### config.mk
export PLATFORM = sky130hd
export DESIGN_NAME = gyro_air_mouse_motion
export DESIGN_NICKNAME = d
export VERILOG_FILES = /design/src/sv/gam_pkg.sv /design/src/sv/gam_mul.sv /design/src/sv/gam_div.sv /design/src/sv/gyro_air_mouse_motion.sv
export SDC_FILE = /design/constraint.sdc
export NUM_CORES = 2
export LEC_CHECK = 0
export ABC_AREA = 1
export BUFFER_PORTS_ARGS = -buffer_cell sky130_fd_sc_hd__clkbuf_2
export CAP_MARGIN = 20
export CORE_MARGIN = 2
export CORE_UTILIZATION = 66
export CTS_BUF_LIST = sky130_fd_sc_hd__clkbuf_4
export DETAILED_ROUTE_END_ITERATION = 6
export PLACE_DENSITY = 0.83
export SLEW_MARGIN = 20
export SYNTH_ARGS = -nofsm -noshare
export SYNTH_HDL_FRONTEND = slang
export SYNTH_HIERARCHICAL = 1
export SYNTH_SLANG_ARGS = --single-unit
### constraint.sdc
create_clock -name clock -period 17.35 [get_ports clock]
set_clock_uncertainty 0.15 [all_clocks]
set_input_delay 5.205 -clock clock [delete_from_list [all_inputs] [get_ports clock]]
set_output_delay 5.205 -clock clock [all_outputs]
set_load 0.01 [all_outputs]
### src/sv/gam_pkg.sv
package gam_pkg;

   localparam int GYRO_BITS_DEF = 16;

   // configuration register indexes (byte address = 4 * index)
   localparam logic [2:0] REG_SENSITIVITY = 3'd0;
   localparam logic [2:0] REG_DEAD_ZONE   = 3'd1;
   localparam logic [2:0] REG_ALPHA       = 3'd2;
   localparam logic [2:0] REG_STILL_THR   = 3'd3;
   localparam logic [2:0] REG_CALIB_CNT   = 3'd4;
   localparam logic [2:0] REG_HOLD_MS     = 3'd5;

   localparam logic [9:0]  SENS_RST   = 10'd184;
   localparam logic [11:0] DZ_RST     = 12'd192;
   localparam logic [8:0]  ALPHA_RST  = 9'd61;
   localparam logic [14:0] THR_RST    = 15'd1024;
   localparam logic [9:0]  CALIB_RST  = 10'd100;
   localparam logic [15:0] HOLD_RST   = 16'd120;

   localparam logic [8:0]  ALPHA_MAX  = 9'd256;
   localparam logic [9:0]  COUNT_MAX  = 10'd1023;

   // clutch codes
   localparam logic [1:0] CLUTCH_IDLE   = 2'd0;
   localparam logic [1:0] CLUTCH_ARMING = 2'd1;
   localparam logic [1:0] CLUTCH_ACTIVE = 2'd2;

   localparam int FILTER_SHIFT = 8;
   localparam int CARRY_SHIFT  = 17;
   localparam int STEP_MAX     = 127;
   localparam int CARRY_MAX    = 1023 * 131072;
   localparam int CARRY_W      = 28;
   localparam int SUM_W        = 32;

   // serial divider sizes: |sum| + count/2 over the still count
   localparam int DIV_NUM_BITS = 33;
   localparam int DIV_DEN_BITS = 10;

   typedef struct packed {
      logic                    done;
      logic [DIV_NUM_BITS-1:0] quotient;
   } div_result_type;

   typedef enum logic [13:0] {
      S_IDLE   = 14'b00000000000001,
      S_SQX    = 14'b00000000000010,
      S_SQY    = 14'b00000000000100,
      S_SQZ    = 14'b00000000001000,
      S_THR    = 14'b00000000010000,
      S_STILL  = 14'b00000000100000,
      S_DIVX   = 14'b00000001000000,
      S_WAITX  = 14'b00000010000000,
      S_WAITZ  = 14'b00000100000000,
      S_CLUTCH = 14'b00001000000000,
      S_AXF    = 14'b00010000000000,
      S_AXU    = 14'b00100000000000,
      S_AXC    = 14'b01000000000000,
      S_DONE   = 14'b10000000000000
   } state_type;

endpackage

### src/sv/gam_mul.sv
module gam_mul import gam_pkg::*; #(
   parameter int A_W = 33,
   parameter int B_W = 17
) (
   input  logic                        clock,
   input  logic signed [A_W-1:0]       mul_a,
   input  logic signed [B_W-1:0]       mul_b,
   output logic signed [A_W+B_W-1:0]   product
);

   logic signed [A_W+B_W-1:0] product_ff;

   // one registered signed product per cycle
   always_ff @(posedge clock) begin
      product_ff <= mul_a * mul_b;
   end

   assign product = product_ff;

endmodule

### src/sv/gam_div.sv
module gam_div import gam_pkg::*; (
   input  logic                    clock,
   input  logic                    reset,
   input  logic                    start,
   input  logic [DIV_NUM_BITS-1:0] dividend,
   input  logic [DIV_DEN_BITS-1:0] divisor,
   output div_result_type          result
);

   localparam int CNT_W = $clog2(DIV_NUM_BITS + 1);

   logic [DIV_NUM_BITS-1:0] quo_ff, quo_in;
   logic [DIV_DEN_BITS-1:0] rem_ff, rem_in;
   logic [DIV_DEN_BITS-1:0] dsr_ff, dsr_in;
   logic [CNT_W-1:0]        cnt_ff, cnt_in;
   logic                    busy_ff, busy_in;
   logic                    done_ff, done_in;
   logic [DIV_DEN_BITS:0]   trial;
   logic                    fits;

   // restoring divide, one quotient bit per cycle
   assign trial = {rem_ff, quo_ff[DIV_NUM_BITS-1]};
   assign fits  = trial >= {1'b0, dsr_ff};

   always_comb begin
      quo_in  = quo_ff;
      rem_in  = rem_ff;
      dsr_in  = dsr_ff;
      cnt_in  = cnt_ff;
      busy_in = busy_ff;
      done_in = 1'b0;
      if (busy_ff) begin
         quo_in = {quo_ff[DIV_NUM_BITS-2:0], fits};
         rem_in = fits ? DIV_DEN_BITS'(trial - {1'b0, dsr_ff}) : trial[DIV_DEN_BITS-1:0];
         cnt_in = cnt_ff - CNT_W'(1);
         if (cnt_ff == CNT_W'(1)) begin
            busy_in = 1'b0;
            done_in = 1'b1;
         end
      end else if (start) begin
         quo_in  = dividend;
         rem_in  = '0;
         dsr_in  = divisor;
         cnt_in  = CNT_W'(DIV_NUM_BITS);
         busy_in = 1'b1;
      end
   end

   always_ff @(posedge clock) begin
      if (reset) begin
         busy_ff <= 1'b0;
         done_ff <= 1'b0;
         cnt_ff  <= '0;
      end else begin
         busy_ff <= busy_in;
         done_ff <= done_in;
         cnt_ff  <= cnt_in;
      end
      quo_ff <= quo_in;
      rem_ff <= rem_in;
      dsr_ff <= dsr_in;
   end

   assign result.done     = done_ff;
   assign result.quotient = quo_ff;

endmodule

### src/sv/gyro_air_mouse_motion.sv
// Gyro air-mouse pointer. Each req transfer carries one gyro sample (x pitch, y roll,
// z yaw, in 1/128 dps), the touch and link levels and a millisecond timestamp; each
// produces exactly one rsp transfer with the cursor steps, clutch state, calibration
// flag and a send-report strobe. Until calibrated, consecutive still samples are
// counted and x/z summed; at calib_samples the rounded averages become the bias.
// A touch clutch goes idle, arming, then active after hold_time_ms once calibrated;
// a link drop forces idle until the touch is released and pressed again. While
// active, yaw and pitch minus bias go through a dead zone, a first-order smoother and
// sensitivity scaling, then are rounded with a carried remainder and clamped to
// +-127. All products run through one registered multiplier under a sequencer;
// the block stalls req while one sample is in work. Before calibration a sample
// goes through three squares and the threshold square; after calibration it goes
// straight to the clutch step. An active sample adds, per axis, a smoother product,
// a scaling product and a carry step. The sample that fixes the bias adds a divider
// start and two serial divides, x then z. A stalled result holds the sequencer until
// it is taken. Configuration is an APB-style port at byte addresses 0,4,..,20 and
// must be written while idle.
module gyro_air_mouse_motion import gam_pkg::*; #(
   parameter int GYRO_BITS = GYRO_BITS_DEF
) (
   input  logic                        clock,
   input  logic                        reset,
   // sample channel
   input  logic                        req_valid,
   output logic                        req_stall,
   input  logic signed [GYRO_BITS-1:0] req_gyro_x,
   input  logic signed [GYRO_BITS-1:0] req_gyro_y,
   input  logic signed [GYRO_BITS-1:0] req_gyro_z,
   input  logic                        req_touching,
   input  logic                        req_link_up,
   input  logic [31:0]                 req_time_ms,
   // result channel
   output logic                        rsp_valid,
   input  logic                        rsp_stall,
   output logic signed [7:0]           rsp_delta_x,
   output logic signed [7:0]           rsp_delta_y,
   output logic [1:0]                  rsp_clutch,
   output logic                        rsp_is_calibrated,
   output logic                        rsp_send_report,
   // configuration
   input  logic                        csr_psel,
   input  logic                        csr_penable,
   input  logic                        csr_pwrite,
   input  logic [4:0]                  csr_paddr,
   input  logic [31:0]                 csr_pwdata,
   output logic [31:0]                 csr_prdata,
   output logic                        csr_pready
);

   // widths: bias, rate after bias, multiplier operands, product
   localparam int GW = GYRO_BITS;
   localparam int BW = GW + 1;
   localparam int RW = GW + 2;
   localparam int MA = (GW + 11 > 33) ? GW + 11 : 33;
   localparam int MB = (GW + 1 > 16) ? GW + 1 : 16;
   localparam int PW = MA + MB;

   localparam logic signed [PW-1:0] S32_MAX_P = PW'(2147483647);
   localparam logic signed [PW-1:0] S32_MIN_P = -S32_MAX_P - PW'(1);
   localparam logic signed [PW-1:0] STEP_MAX_P  = PW'(STEP_MAX);
   localparam logic signed [PW-1:0] CARRY_MAX_P = PW'(CARRY_MAX);

   // round half away from zero of n / 2^sh
   function automatic logic signed [PW-1:0] rnd_sh(input logic signed [PW-1:0] n,
                                                   input int unsigned sh);
      logic [PW-1:0] mag;
      logic [PW-1:0] q;
      mag = n[PW-1] ? PW'(-n) : PW'(n);
      q = (mag + (PW'(1) << (sh - 1))) >> sh;
      rnd_sh = n[PW-1] ? -signed'(q) : signed'(q);
   endfunction

   function automatic logic signed [31:0] sat32(input logic signed [PW-1:0] n);
      if (n > S32_MAX_P) begin
         sat32 = 32'sh7FFFFFFF;
      end else if (n < S32_MIN_P) begin
         sat32 = 32'sh80000000;
      end else begin
         sat32 = n[31:0];
      end
   endfunction

   // ---------------- configuration registers ----------------
   logic [9:0]  sens_ff, sens_in;
   logic [11:0] dz_ff, dz_in;
   logic [8:0]  alpha_ff, alpha_in;
   logic [14:0] thr_ff, thr_in;
   logic [9:0]  calib_ff, calib_in;
   logic [15:0] hold_ff, hold_in;
   logic        csr_write;
   logic [2:0]  csr_index;

   assign csr_pready = 1'b1;
   assign csr_write  = csr_psel & csr_penable & csr_pwrite;
   assign csr_index  = csr_paddr[4:2];

   always_comb begin
      sens_in  = sens_ff;
      dz_in    = dz_ff;
      alpha_in = alpha_ff;
      thr_in   = thr_ff;
      calib_in = calib_ff;
      hold_in  = hold_ff;
      if (csr_write) begin
         case (csr_index)
            REG_SENSITIVITY: sens_in  = csr_pwdata[9:0];
            REG_DEAD_ZONE:   dz_in    = csr_pwdata[11:0];
            REG_ALPHA:       alpha_in = csr_pwdata[8:0];
            REG_STILL_THR:   thr_in   = csr_pwdata[14:0];
            REG_CALIB_CNT:   calib_in = csr_pwdata[9:0];
            REG_HOLD_MS:     hold_in  = csr_pwdata[15:0];
            default: ;
         endcase
      end
   end

   always_comb begin
      case (csr_index)
         REG_SENSITIVITY: csr_prdata = 32'(sens_ff);
         REG_DEAD_ZONE:   csr_prdata = 32'(dz_ff);
         REG_ALPHA:       csr_prdata = 32'(alpha_ff);
         REG_STILL_THR:   csr_prdata = 32'(thr_ff);
         REG_CALIB_CNT:   csr_prdata = 32'(calib_ff);
         REG_HOLD_MS:     csr_prdata = 32'(hold_ff);
         default:         csr_prdata = '0;
      endcase
   end

   // ---------------- sequencer state ----------------
   state_type state_ff, state_in;

   // captured sample
   logic signed [GW-1:0] gx_ff, gx_in, gy_ff, gy_in, gz_ff, gz_in;
   logic                 touch_ff, touch_in, link_ff, link_in;
   logic [31:0]          time_ff, time_in;

   // persistent state
   logic                 cal_ff, cal_in;
   logic [9:0]           cnt_ff, cnt_in;
   logic [SUM_W-1:0]     sum_x_ff, sum_x_in, sum_z_ff, sum_z_in;
   logic signed [BW-1:0] bias_x_ff, bias_x_in, bias_z_ff, bias_z_in;
   logic [1:0]           clutch_ff, clutch_in;
   logic                 prior_touch_ff, prior_touch_in;
   logic                 prior_link_ff, prior_link_in;
   logic [31:0]          touch_start_ff, touch_start_in;
   logic signed [31:0]        f_ff [2];
   logic signed [31:0]        f_in [2];
   logic signed [CARRY_W-1:0] carry_ff [2];
   logic signed [CARRY_W-1:0] carry_in [2];

   // working registers
   logic [PW-1:0]   mag_ff, mag_in;
   logic            axis_ff, axis_in;
   logic signed [7:0] dx_ff, dx_in, dy_ff, dy_in;

   // result register
   logic              rsp_valid_ff, rsp_valid_in;
   logic signed [7:0] rsp_dx_ff, rsp_dx_in, rsp_dy_ff, rsp_dy_in;
   logic [1:0]        rsp_clutch_ff, rsp_clutch_in;
   logic              rsp_cal_ff, rsp_cal_in, rsp_send_ff, rsp_send_in;

   // ---------------- shared multiplier ----------------
   logic signed [MA-1:0] mul_a;
   logic signed [MB-1:0] mul_b;
   logic signed [PW-1:0] prod;
   logic [PW-1:0]        prod_u;

   gam_mul #(.A_W(MA), .B_W(MB)) u_mul (
      .clock   (clock),
      .mul_a   (mul_a),
      .mul_b   (mul_b),
      .product (prod)
   );

   assign prod_u = prod;

   // ---------------- serial divider for the bias ----------------
   logic                    div_start;
   logic [DIV_NUM_BITS-1:0] div_dividend;
   logic [DIV_DEN_BITS-1:0] div_divisor;
   div_result_type          div_res;

   gam_div u_div (
      .clock    (clock),
      .reset    (reset),
      .start    (div_start),
      .dividend (div_dividend),
      .divisor  (div_divisor),
      .result   (div_res)
   );

   // ---------------- calibration datapath ----------------
   logic                    still_ok;
   logic [SUM_W:0]          sum_x_add, sum_z_add;
   logic [SUM_W-1:0]        sum_x_sat, sum_z_sat;
   logic [9:0]              cnt_new, need;
   logic                    fix_bias;
   logic [DIV_NUM_BITS-1:0] sum_x_w, sum_z_w, abs_x, abs_z, half_cnt;
   logic [DIV_NUM_BITS-1:0] bias_q;
   logic [DIV_NUM_BITS-1:0] bias_x_full, bias_z_full;

   assign still_ok  = mag_ff <= prod_u;      // prod holds threshold squared here
   assign sum_x_add = {sum_x_ff[SUM_W-1], sum_x_ff} + (SUM_W+1)'(gx_ff);
   assign sum_z_add = {sum_z_ff[SUM_W-1], sum_z_ff} + (SUM_W+1)'(gz_ff);
   assign sum_x_sat = (sum_x_add[SUM_W] != sum_x_add[SUM_W-1]) ?
                      {sum_x_add[SUM_W], {(SUM_W-1){~sum_x_add[SUM_W]}}} :
                      sum_x_add[SUM_W-1:0];
   assign sum_z_sat = (sum_z_add[SUM_W] != sum_z_add[SUM_W-1]) ?
                      {sum_z_add[SUM_W], {(SUM_W-1){~sum_z_add[SUM_W]}}} :
                      sum_z_add[SUM_W-1:0];
   assign cnt_new   = !still_ok ? '0 : ((cnt_ff == COUNT_MAX) ? cnt_ff : cnt_ff + 10'd1);
   assign need      = (calib_ff == '0) ? 10'd1 : calib_ff;
   assign fix_bias  = cnt_new >= need;

   assign sum_x_w  = {{(DIV_NUM_BITS-SUM_W){sum_x_ff[SUM_W-1]}}, sum_x_ff};
   assign sum_z_w  = {{(DIV_NUM_BITS-SUM_W){sum_z_ff[SUM_W-1]}}, sum_z_ff};
   assign abs_x    = sum_x_ff[SUM_W-1] ? -sum_x_w : sum_x_w;
   assign abs_z    = sum_z_ff[SUM_W-1] ? -sum_z_w : sum_z_w;
   assign half_cnt = DIV_NUM_BITS'(cnt_ff >> 1);
   assign bias_q   = div_res.quotient;
   assign bias_x_full = sum_x_ff[SUM_W-1] ? -bias_q : bias_q;
   assign bias_z_full = sum_z_ff[SUM_W-1] ? -bias_q : bias_q;

   // ---------------- clutch ----------------
   logic        press, release_t, go_active, clear_motion, run_axes;
   logic [1:0]  clutch_a, clutch_b;
   logic [31:0] start_eff, held_ms;

   assign press     = touch_ff & ~prior_touch_ff;
   assign release_t = ~touch_ff & prior_touch_ff;
   assign clutch_a  = press ? CLUTCH_ARMING : (release_t ? CLUTCH_IDLE : clutch_ff);
   assign start_eff = press ? time_ff : touch_start_ff;
   assign held_ms   = time_ff - start_eff;
   assign go_active = touch_ff && (clutch_a == CLUTCH_ARMING) && cal_ff &&
                      (held_ms >= {16'd0, hold_ff});
   assign clutch_b  = go_active ? CLUTCH_ACTIVE : clutch_a;
   assign clear_motion = press | release_t | go_active;
   assign run_axes  = touch_ff && (clutch_b == CLUTCH_ACTIVE);

   // ---------------- axis datapath (yaw first, then pitch) ----------------
   logic signed [RW-1:0]      rate, dz_s, dead_v;
   logic signed [MA-1:0]      target, diff;
   logic signed [31:0]        f_cur, f_new;
   logic signed [CARRY_W-1:0] carry_cur, carry_new;
   logic [8:0]                alpha_eff;
   logic signed [PW-1:0]      prod_rnd, f_sum, total, step_full, rem;
   logic signed [7:0]         step;

   assign rate = axis_ff ? (RW'(gx_ff) - RW'(bias_x_ff)) : (RW'(gz_ff) - RW'(bias_z_ff));
   assign dz_s = signed'(RW'(dz_ff));
   assign dead_v = (rate <= dz_s && rate >= -dz_s) ? '0 :
                   ((rate > 0) ? rate - dz_s : rate + dz_s);
   assign target = MA'(dead_v) <<< FILTER_SHIFT;
   assign f_cur  = f_ff[axis_ff];
   assign carry_cur = carry_ff[axis_ff];
   assign diff   = target - MA'(f_cur);
   assign alpha_eff = (alpha_ff > ALPHA_MAX) ? ALPHA_MAX : alpha_ff;

   // same rounding serves the smoother step and the scaled value
   assign prod_rnd = rnd_sh(prod, FILTER_SHIFT);
   assign f_sum    = PW'(f_cur) + prod_rnd;
   assign f_new    = sat32(f_sum);

   assign total     = prod_rnd + PW'(carry_cur);
   assign step_full = rnd_sh(total, CARRY_SHIFT);
   assign step = (step_full > STEP_MAX_P) ? 8'sd127 :
                 ((step_full < -STEP_MAX_P) ? -8'sd127 : step_full[7:0]);
   assign rem  = total - (PW'(step) <<< CARRY_SHIFT);
   assign carry_new = (rem > CARRY_MAX_P) ? CARRY_W'(CARRY_MAX_P) :
                      ((rem < -CARRY_MAX_P) ? CARRY_W'(-CARRY_MAX_P) : rem[CARRY_W-1:0]);

   // ---------------- sequencer ----------------
   assign req_stall = (state_ff != S_IDLE);

   always_comb begin
      state_in       = state_ff;
      gx_in          = gx_ff;
      gy_in          = gy_ff;
      gz_in          = gz_ff;
      touch_in       = touch_ff;
      link_in        = link_ff;
      time_in        = time_ff;
      cal_in         = cal_ff;
      cnt_in         = cnt_ff;
      sum_x_in       = sum_x_ff;
      sum_z_in       = sum_z_ff;
      bias_x_in      = bias_x_ff;
      bias_z_in      = bias_z_ff;
      clutch_in      = clutch_ff;
      prior_touch_in = prior_touch_ff;
      prior_link_in  = prior_link_ff;
      touch_start_in = touch_start_ff;
      f_in           = f_ff;
      carry_in       = carry_ff;
      mag_in         = mag_ff;
      axis_in        = axis_ff;
      dx_in          = dx_ff;
      dy_in          = dy_ff;
      rsp_dx_in      = rsp_dx_ff;
      rsp_dy_in      = rsp_dy_ff;
      rsp_clutch_in  = rsp_clutch_ff;
      rsp_cal_in     = rsp_cal_ff;
      rsp_send_in    = rsp_send_ff;
      rsp_valid_in   = rsp_valid_ff & rsp_stall;
      mul_a          = '0;
      mul_b          = '0;
      div_start      = 1'b0;
      div_dividend   = abs_x + half_cnt;
      div_divisor    = cnt_ff;

      case (state_ff)
         S_IDLE: begin
            if (req_valid) begin
               gx_in    = req_gyro_x;
               gy_in    = req_gyro_y;
               gz_in    = req_gyro_z;
               touch_in = req_touching;
               link_in  = req_link_up;
               time_in  = req_time_ms;
               // link drop forces idle before anything else
               if (prior_link_ff && !req_link_up) begin
                  clutch_in = CLUTCH_IDLE;
               end
               prior_link_in = req_link_up;
               state_in = cal_ff ? S_CLUTCH : S_SQX;
            end
         end
         S_SQX: begin
            mul_a    = MA'(gx_ff);
            mul_b    = MB'(gx_ff);
            state_in = S_SQY;
         end
         S_SQY: begin
            mag_in   = prod_u;
            mul_a    = MA'(gy_ff);
            mul_b    = MB'(gy_ff);
            state_in = S_SQZ;
         end
         S_SQZ: begin
            mag_in   = mag_ff + prod_u;
            mul_a    = MA'(gz_ff);
            mul_b    = MB'(gz_ff);
            state_in = S_THR;
         end
         S_THR: begin
            mag_in   = mag_ff + prod_u;
            mul_a    = signed'(MA'(thr_ff));
            mul_b    = signed'(MB'(thr_ff));
            state_in = S_STILL;
         end
         S_STILL: begin
            cnt_in   = cnt_new;
            sum_x_in = still_ok ? sum_x_sat : '0;
            sum_z_in = still_ok ? sum_z_sat : '0;
            state_in = fix_bias ? S_DIVX : S_CLUTCH;
         end
         S_DIVX: begin
            div_start = 1'b1;
            state_in  = S_WAITX;
         end
         S_WAITX: begin
            div_dividend = abs_z + half_cnt;
            if (div_res.done) begin
               bias_x_in = signed'(bias_x_full[BW-1:0]);
               div_start = 1'b1;
               state_in  = S_WAITZ;
            end
         end
         S_WAITZ: begin
            div_dividend = abs_z + half_cnt;
            if (div_res.done) begin
               bias_z_in = signed'(bias_z_full[BW-1:0]);
               cal_in    = 1'b1;
               state_in  = S_CLUTCH;
            end
         end
         S_CLUTCH: begin
            if (press) begin
               touch_start_in = time_ff;
            end
            clutch_in      = clutch_b;
            prior_touch_in = touch_ff;
            if (clear_motion) begin
               f_in[0]     = '0;
               f_in[1]     = '0;
               carry_in[0] = '0;
               carry_in[1] = '0;
            end
            dx_in    = '0;
            dy_in    = '0;
            axis_in  = 1'b0;
            state_in = run_axes ? S_AXF : S_DONE;
         end
         S_AXF: begin
            mul_a    = diff;
            mul_b    = signed'(MB'(alpha_eff));
            state_in = S_AXU;
         end
         S_AXU: begin
            f_in[axis_ff] = f_new;
            mul_a    = MA'(f_new);
            mul_b    = signed'(MB'(sens_ff));
            state_in = S_AXC;
         end
         S_AXC: begin
            carry_in[axis_ff] = carry_new;
            if (!axis_ff) begin
               dx_in    = step;
               axis_in  = 1'b1;
               state_in = S_AXF;
            end else begin
               dy_in    = step;
               state_in = S_DONE;
            end
         end
         S_DONE: begin
            // result register frees up when its transfer completes
            if (!rsp_valid_ff || !rsp_stall) begin
               rsp_valid_in  = 1'b1;
               rsp_dx_in     = dx_ff;
               rsp_dy_in     = dy_ff;
               rsp_clutch_in = clutch_ff;
               rsp_cal_in    = cal_ff;
               rsp_send_in   = (clutch_ff == CLUTCH_ACTIVE) && link_ff &&
                               ((dx_ff != '0) || (dy_ff != '0));
               state_in      = S_IDLE;
            end
         end
         default: state_in = S_IDLE;
      endcase
   end

   always_ff @(posedge clock) begin
      if (reset) begin
         state_ff       <= S_IDLE;
         sens_ff        <= SENS_RST;
         dz_ff          <= DZ_RST;
         alpha_ff       <= ALPHA_RST;
         thr_ff         <= THR_RST;
         calib_ff       <= CALIB_RST;
         hold_ff        <= HOLD_RST;
         cal_ff         <= 1'b0;
         cnt_ff         <= '0;
         sum_x_ff       <= '0;
         sum_z_ff       <= '0;
         bias_x_ff      <= '0;
         bias_z_ff      <= '0;
         clutch_ff      <= CLUTCH_IDLE;
         prior_touch_ff <= 1'b0;
         prior_link_ff  <= 1'b0;
         touch_start_ff <= '0;
         f_ff[0]        <= '0;
         f_ff[1]        <= '0;
         carry_ff[0]    <= '0;
         carry_ff[1]    <= '0;
         axis_ff        <= 1'b0;
         rsp_valid_ff   <= 1'b0;
      end else begin
         state_ff       <= state_in;
         sens_ff        <= sens_in;
         dz_ff          <= dz_in;
         alpha_ff       <= alpha_in;
         thr_ff         <= thr_in;
         calib_ff       <= calib_in;
         hold_ff        <= hold_in;
         cal_ff         <= cal_in;
         cnt_ff         <= cnt_in;
         sum_x_ff       <= sum_x_in;
         sum_z_ff       <= sum_z_in;
         bias_x_ff      <= bias_x_in;
         bias_z_ff      <= bias_z_in;
         clutch_ff      <= clutch_in;
         prior_touch_ff <= prior_touch_in;
         prior_link_ff  <= prior_link_in;
         touch_start_ff <= touch_start_in;
         f_ff           <= f_in;
         carry_ff       <= carry_in;
         axis_ff        <= axis_in;
         rsp_valid_ff   <= rsp_valid_in;
      end
      gx_ff         <= gx_in;
      gy_ff         <= gy_in;
      gz_ff         <= gz_in;
      touch_ff      <= touch_in;
      link_ff       <= link_in;
      time_ff       <= time_in;
      mag_ff        <= mag_in;
      dx_ff         <= dx_in;
      dy_ff         <= dy_in;
      rsp_dx_ff     <= rsp_dx_in;
      rsp_dy_ff     <= rsp_dy_in;
      rsp_clutch_ff <= rsp_clutch_in;
      rsp_cal_ff    <= rsp_cal_in;
      rsp_send_ff   <= rsp_send_in;
   end

   assign rsp_valid         = rsp_valid_ff;
   assign rsp_delta_x       = rsp_dx_ff;
   assign rsp_delta_y       = rsp_dy_ff;
   assign rsp_clutch        = rsp_clutch_ff;
   assign rsp_is_calibrated = rsp_cal_ff;
   assign rsp_send_report   = rsp_send_ff;

endmodule
# == Yosys cells after proc, flatten, opt, wreduce, memory -nomap -nowiden ==
# Index checks and enable logic that the tools add are counted.
# totals
register_bits,632
in_bits,126
out_inout_bits,55
elab_cells,261
# classes
n_addsub,27
mul,1
n_lt_le_gt_ge,16
eq_ne,35
muxes,82
bitwise_logic,13
reduce_logical,43
# ops
op,n
$mux 32,11
$mux 50,4
$pmux 33 s6,1
$pmux 14 s14,1
$mux 28,6
$mux 33,5
$pmux 64 s2,1
$pmux 56 s2,1
$pmux 17 s6,1
$neg 50->50,2
$pmux 50 s2,1
$pmux 16 s6,1
$mux 14,6
$mux 10,8
$add 32x16->33,2
$add 33x9->33,2
$neg 33->33,2
$bwmux 64,1
$mux 64,1
$bwmux 56,1
$mux 56,1
$mux 18,3
$add 32x50->50,1
$add 50x17->50 const B,1
84 further kinds,153

# == Depth between registers and ports, before layout ==
# logic_depth
ltp_word,20
depth_mapped,122
mapped_depth_nobuf,120

# == Hierarchy ==
# The synthesis kept the hierarchy.
# modules_own_cells
module,n_inst,cells_per_inst,area_each_um2,seq_area_each_um2
gyro_air_mouse_motion,1,8234,52853.2,12111.6
gam_mul,1,3010,22519.1,1001.0
gam_div,1,362,3203.1,1751.7

# == Worst setup path after synthesis ==
# Ideal clock, no wire load.
# synth_path
path_kind,flip-flop to flip-flop
start,register gz_ff[0]
end,register u_mul.product_ff[49] (netlist: u_mul/product[49])
setup_ps,114
arrival_time_ps,13203
required_time_ps,17086
slack_ps,3883
path_stages_with_launch,92
n_path_buf,4
cell_sequence,edfxtp_1 -> inv_1 -> ha_1 -> fa_1 -> o31ai_1 -> inv_1 -> nor2_1 -> nor2_1 -> nor2_1 -> nor2_1 -> nor2_1 -> nor2_1 -> nor2_1 -> nor2_1 -> nor2_1 -> o21ai_0 -> nand2_1 -> a21oi_1 -> [... 56 more ...] -> fa_1 -> inv_1 -> fa_1 -> inv_1 -> fa_1 -> inv_1 -> fa_1 -> inv_1 -> ha_1 -> nand2_1 -> inv_2 -> nand2_1 -> nor3_1 -> nand2_1 -> nor2_1 -> nand2_1 -> nand4_1 -> nand2_1
# synth_between
elab_chain_len,8
# synth_lines
element,line_no,source
"start, declared",gyro_air_mouse_motion.sv:133,"logic signed [GW-1:0] gx_ff, gx_in, gy_ff, gy_in, gz_ff, gz_in;"
"start signal, assigned",gyro_air_mouse_motion.sv:483,gz_ff <= gz_in;
$sub 16x17->18 *,gyro_air_mouse_motion.sv:249,assign rate = axis_ff ? (RW'(gx_ff) - RW'(bias_x_ff)) : (RW'(gz_ff) - RW'(bias_z_ff));
$mux 18 *,gyro_air_mouse_motion.sv:249,
"$add 18x12->18, or another cell as far along",gyro_air_mouse_motion.sv:252,((rate > 0) ? rate - dz_s : rate + dz_s);
$mux 18 / $logic_and 1x1->1 (equally long branches),"gyro_air_mouse_motion.sv:252, gyro_air_mouse_motion.sv:251",
$mux 18 *,gyro_air_mouse_motion.sv:251,assign dead_v = (rate <= dz_s && rate >= -dz_s) ? '0 :
$sub 26x32->33 *,gyro_air_mouse_motion.sv:256,assign diff = target - MA'(f_cur);
$pmux 33 s6 *,gyro_air_mouse_motion.sv:311,case (state_ff)
net mul_a[32],gyro_air_mouse_motion.sv:163,logic signed [MA-1:0] mul_a;
$mul 33x17->50 *,gam_mul.sv:15,product_ff <= mul_a * mul_b;
"end signal, assigned",gam_mul.sv:15,
"end, declared",gam_mul.sv:11,logic signed [A_W+B_W-1:0] product_ff;
# The timed path passes the listed nets; every way through them passes the cells marked *.
# A chain may end at the register's enable or synchronous reset.

# == Final worst setup path ==
# layout_path
start,register u_mul.product_ff[0] (netlist: u_mul/product[0])
end,register u_mul.product_ff[46] (netlist: u_mul/product[46])
# layout_between
elab_chain_len,11
# layout_lines
element,line_no,source
$neg 50->50,gyro_air_mouse_motion.sv:68,mag = n[PW-1] ? PW'(-n) : PW'(n);
$mux 50 *,gyro_air_mouse_motion.sv:68,
$add 50x8->50 *,gyro_air_mouse_motion.sv:69,q = (mag + (PW'(1) << (sh - 1))) >> sh;
$neg 42->50,gyro_air_mouse_motion.sv:70,rnd_sh = n[PW-1] ? -signed'(q) : signed'(q);
$mux 50 *,gyro_air_mouse_motion.sv:70,
$add 32x50->50 *,gyro_air_mouse_motion.sv:261,assign f_sum = PW'(f_cur) + prod_rnd;
$lt 50x32->1,gyro_air_mouse_motion.sv:76,end else if (n < S32_MIN_P) begin
$mux 32,gyro_air_mouse_motion.sv:76,
$mux 32 *,gyro_air_mouse_motion.sv:74,if (n > S32_MAX_P) begin
$pmux 33 s6 *,gyro_air_mouse_motion.sv:311,
net mul_a[30],gyro_air_mouse_motion.sv:163,
$mul 33x17->50 *,gam_mul.sv:15,
# Marks and branches as above.

==> out/qor.yml <==
grt_start_max_net_pins: 93
synth_edf_count: 221
slowest_delay_ps: 900
ys_types: 77
synth_seq_area_share: 0.1892
utilization: 0.7041
dr.pass1.iters: 7
dp_slack_ps: 392.2
core_area_um2: 118100
cts_hold_buffers: 0
p_switching_mw: 6.986
netlist_area_um2: 78580
ios: 181
busiest_layer: "met2"
max_slew.worst_pin.slew_ps: 1228
yosys_register_bits: 632
hpwlAfterDp_mm: 210.5
drtIter0Drc: 8986
routed_wl_mm: 271.2
cp_common_cell: "nand2_1"
grt_pass1_wl_mm: 418.4
path_class: "flip-flop to flip-flop"
synth.avg_cell_area_um2: 6.770
path_buf_inv: 11
ys_async_sr_fraction: 0
rrSetupSlack_ps: 850
p_leak_nw: 43.52
fin_crit_sh: 0.9508
setup_violations: 0
cts.clk_slew.worst_paths_ps: 60
drive_gt1_frac: 0.08132
fin_crit_ps: 16500
use_met2: 0.6882
drc: 0
h-tree-depth: 4
ir_drop_mv: 0.3032
hold_path_class: "flip-flop to flip-flop"
overflow: 0
crit_slowest_cell: "nand2_1"
place.gp.congestion: 1.064
area_delta_synth_final_pct: 5.812
grt_use_met3: 0.1244
worst_ep_arrival_time_ps: 17510
ys_warn_count: 6
wire_per_inst_um: 20.29
cts-root-buf: "clkbuf_4"
grt_pass1_vias: 78310
final_nets: 12950
slew_headroom: 0.1787
setup_ws_ps: 854.3
die_x_um: 349.0
postSynthCellCount: 11610
drt-vias-per-instance: 5.992
numCtsBuffers: 175
worstSetupEndpointType: "flip-flop"
met1_usage: 0.5257
required_ps: 18370
via_count: 80070
status: "finished clean"
die_h_um: 349.0
worstSkewPairLatency_ps: 1260
rows: 126
cpLargestDelayFamily: "adder cells"
worstSetupStartpointType: "flip-flop"
antenna_found_initial: 7
max_cap_viol_count: 0
die-area_um2: 121800
ys.flop_type: "dfxtp_1"
p_clk_frac: 0.125
cp_max_fo: 26
antenna_left: 0
powerDensity_nw_per_um2: 142.9
port-buffer-count: 145
start_util: 0.6654
hold_viol_final: 0
power_frac_comb: 0.727
switching_share: 0.5882
grt_usage: 0.4387
pwr-share-seq: 0.148
power.internal_mw: 4.892
drv_slew: 0
cts_buffer_depth: 3
max_freq_mhz: 60.62
cts_tree: "yes"
cts_sinks: 632
[stage by stage]
step | power, mW | hold WS [ps] | area, um^2 | setup TNS [ps] | std cells
6_report | 11.88 | 298.4 | 83140 | 0 | 13360
5_1_grt | 12.71 | 316.5 | 83130 | -1.377 | 13360
4_1_cts | 11.32 | 298.8 | 82900 | 0 | 13350
3_5_place_dp | 9.796 | 287.5 | 80550 | 0 | 13030
3_3_place_gp | 9.601 | 282.7 | 80550 | 0 | 13030
2_1_floorplan | 7.694 | 258.2 | 78640 | 0 | 11620
[cell usage after synthesis (34+ instances only)]
cell type,number,area share
a211oi_1,42,0.0040
a21oi_1,843,0.054
a31oi_1,57,0.0045
clkbuf_1,309,0.015
dfxtp_1,411,0.10
edfxtp_1,221,0.084
fa_1,548,0.14
ha_1,603,0.096
inv_1,1967,0.094
inv_2,57,0.0027
nand2_1,3022,0.14
nand2_2,77,0.0061
nand3_1,480,0.031
nand4_1,159,0.013
nor2_1,973,0.046
nor2_2,67,0.0053
nor3_1,118,0.0075
nor4_1,49,0.0039
o211ai_1,39,0.0037
o21ai_0,593,0.038
o21bai_1,34,0.0032
or2_2,68,0.0054
xnor2_1,116,0.013
xor2_1,306,0.034
[routing by layer]
| layer | wire, um | vias to the layer above |
|---|---|---|
| met4 | 20220 | 8 |
| met2 | 119500 | 4739 |
| met1 | 99530 | 37080 |
| met5 | 58 | - |
| li1 | - | 37080 |
| met3 | 31880 | 1165 |
[path summary, 6_finish.rpt]
| path | cells past startpoint | endpoint | start |
|---|---|---|---|
| max | 64 | u_mul/product[46]$_DFF_P_ | u_mul/product[0]$_DFF_P_ |
| min | 0 | rsp_delta_y[5]$_DFFE_PP_ | dy_ff[5]$_DFFE_PP_ |
| max reg2reg | 64 | u_mul/product[46]$_DFF_P_ | u_mul/product[0]$_DFF_P_ |
| min reg2reg | 0 | rsp_delta_y[5]$_DFFE_PP_ | dy_ff[5]$_DFFE_PP_ |
[cells by family after synthesis]
group,count (synthesis),synth area share
AND/OR/NAND/NOR,5145,0.2787
buffers and inverters,2409,0.1174
AO/OA/AOI/OAI,1810,0.1273
adder cells (fa/ha/maj),1151,0.2356
flip-flops,632,0.1892
XOR/XNOR,425,0.04766
multiplexers,32,0.004076
other,2,0.00009558
[flip-flops by register name, indices dropped and copies added, names as in the netlist, 10 cells and up]
signal          cells
f_ff               64
carry_ff           56
mag_ff             50
u_mul/product      50
u_div/quo_ff       33
sum_x_ff           32
sum_z_ff           32
time_ff            32
touch_start_ff     32
bias_x_ff          17
bias_z_ff          17
gx_ff              16
gy_ff              16
gz_ff              16
hold_ff            16
thr_ff             15
state_ff           14
dz_ff              12
calib_ff           10
cnt_ff             10
sens_ff            10
u_div/dsr_ff       10
u_div/rem_ff       10
[layout by cell type, fill, tap and decap left out, drive strengths merged, types with 12 or more instances in the layout]
cell type  count
o22ai         21
nor3         129
a21o          14
fa           548
xnor2        116
edfxtp       221
buf          107
o21ai        619
nand3        503
nand3b        34
dfxtp        411
nor4          49
xor2         309
a211oi        42
or2           70
nand2       3107
inv         2034
a21oi        850
o31ai         25
ha           603
nand4        160
a21boi        12
clkbuf       402
o21bai        39
nor2        1073
conb          18
o211ai        39
clkinv        54
mux2i         32
a221oi        31
a31oi         57
[area by class of cell]
type	instances	area (um^2)
diodes	10	25.02
multi-input cells	8583	54800
inverters	2031	7626
clock buffers	258	1937
clock inverters	62	416.7
fillers	9725	34940
repair buffers	251	1548
flip-flops and latches	632	14870
well taps	1536	1922
[timing repair]
item                                    4_1_cts  5_1_grt
buffers inserted                              0        1
gates resized for setup                       0       29
endpoints found under the setup margin        0       75
[power groups by stage]
stage | Sequential [mW] | Combinational, mW | Clock [mW]
after floorplan | 1.72 | 5.98 | 0
after global placement | 1.78 | 7.82 | 0
after detailed placement | 1.78 | 8.02 | 0
after CTS | 1.75 | 8.08 | 1.50
after global routing | 1.76 | 9.38 | 1.57
final | 1.76 | 8.63 | 1.49
No activity file was read; power rests on OpenSTA's default activity.
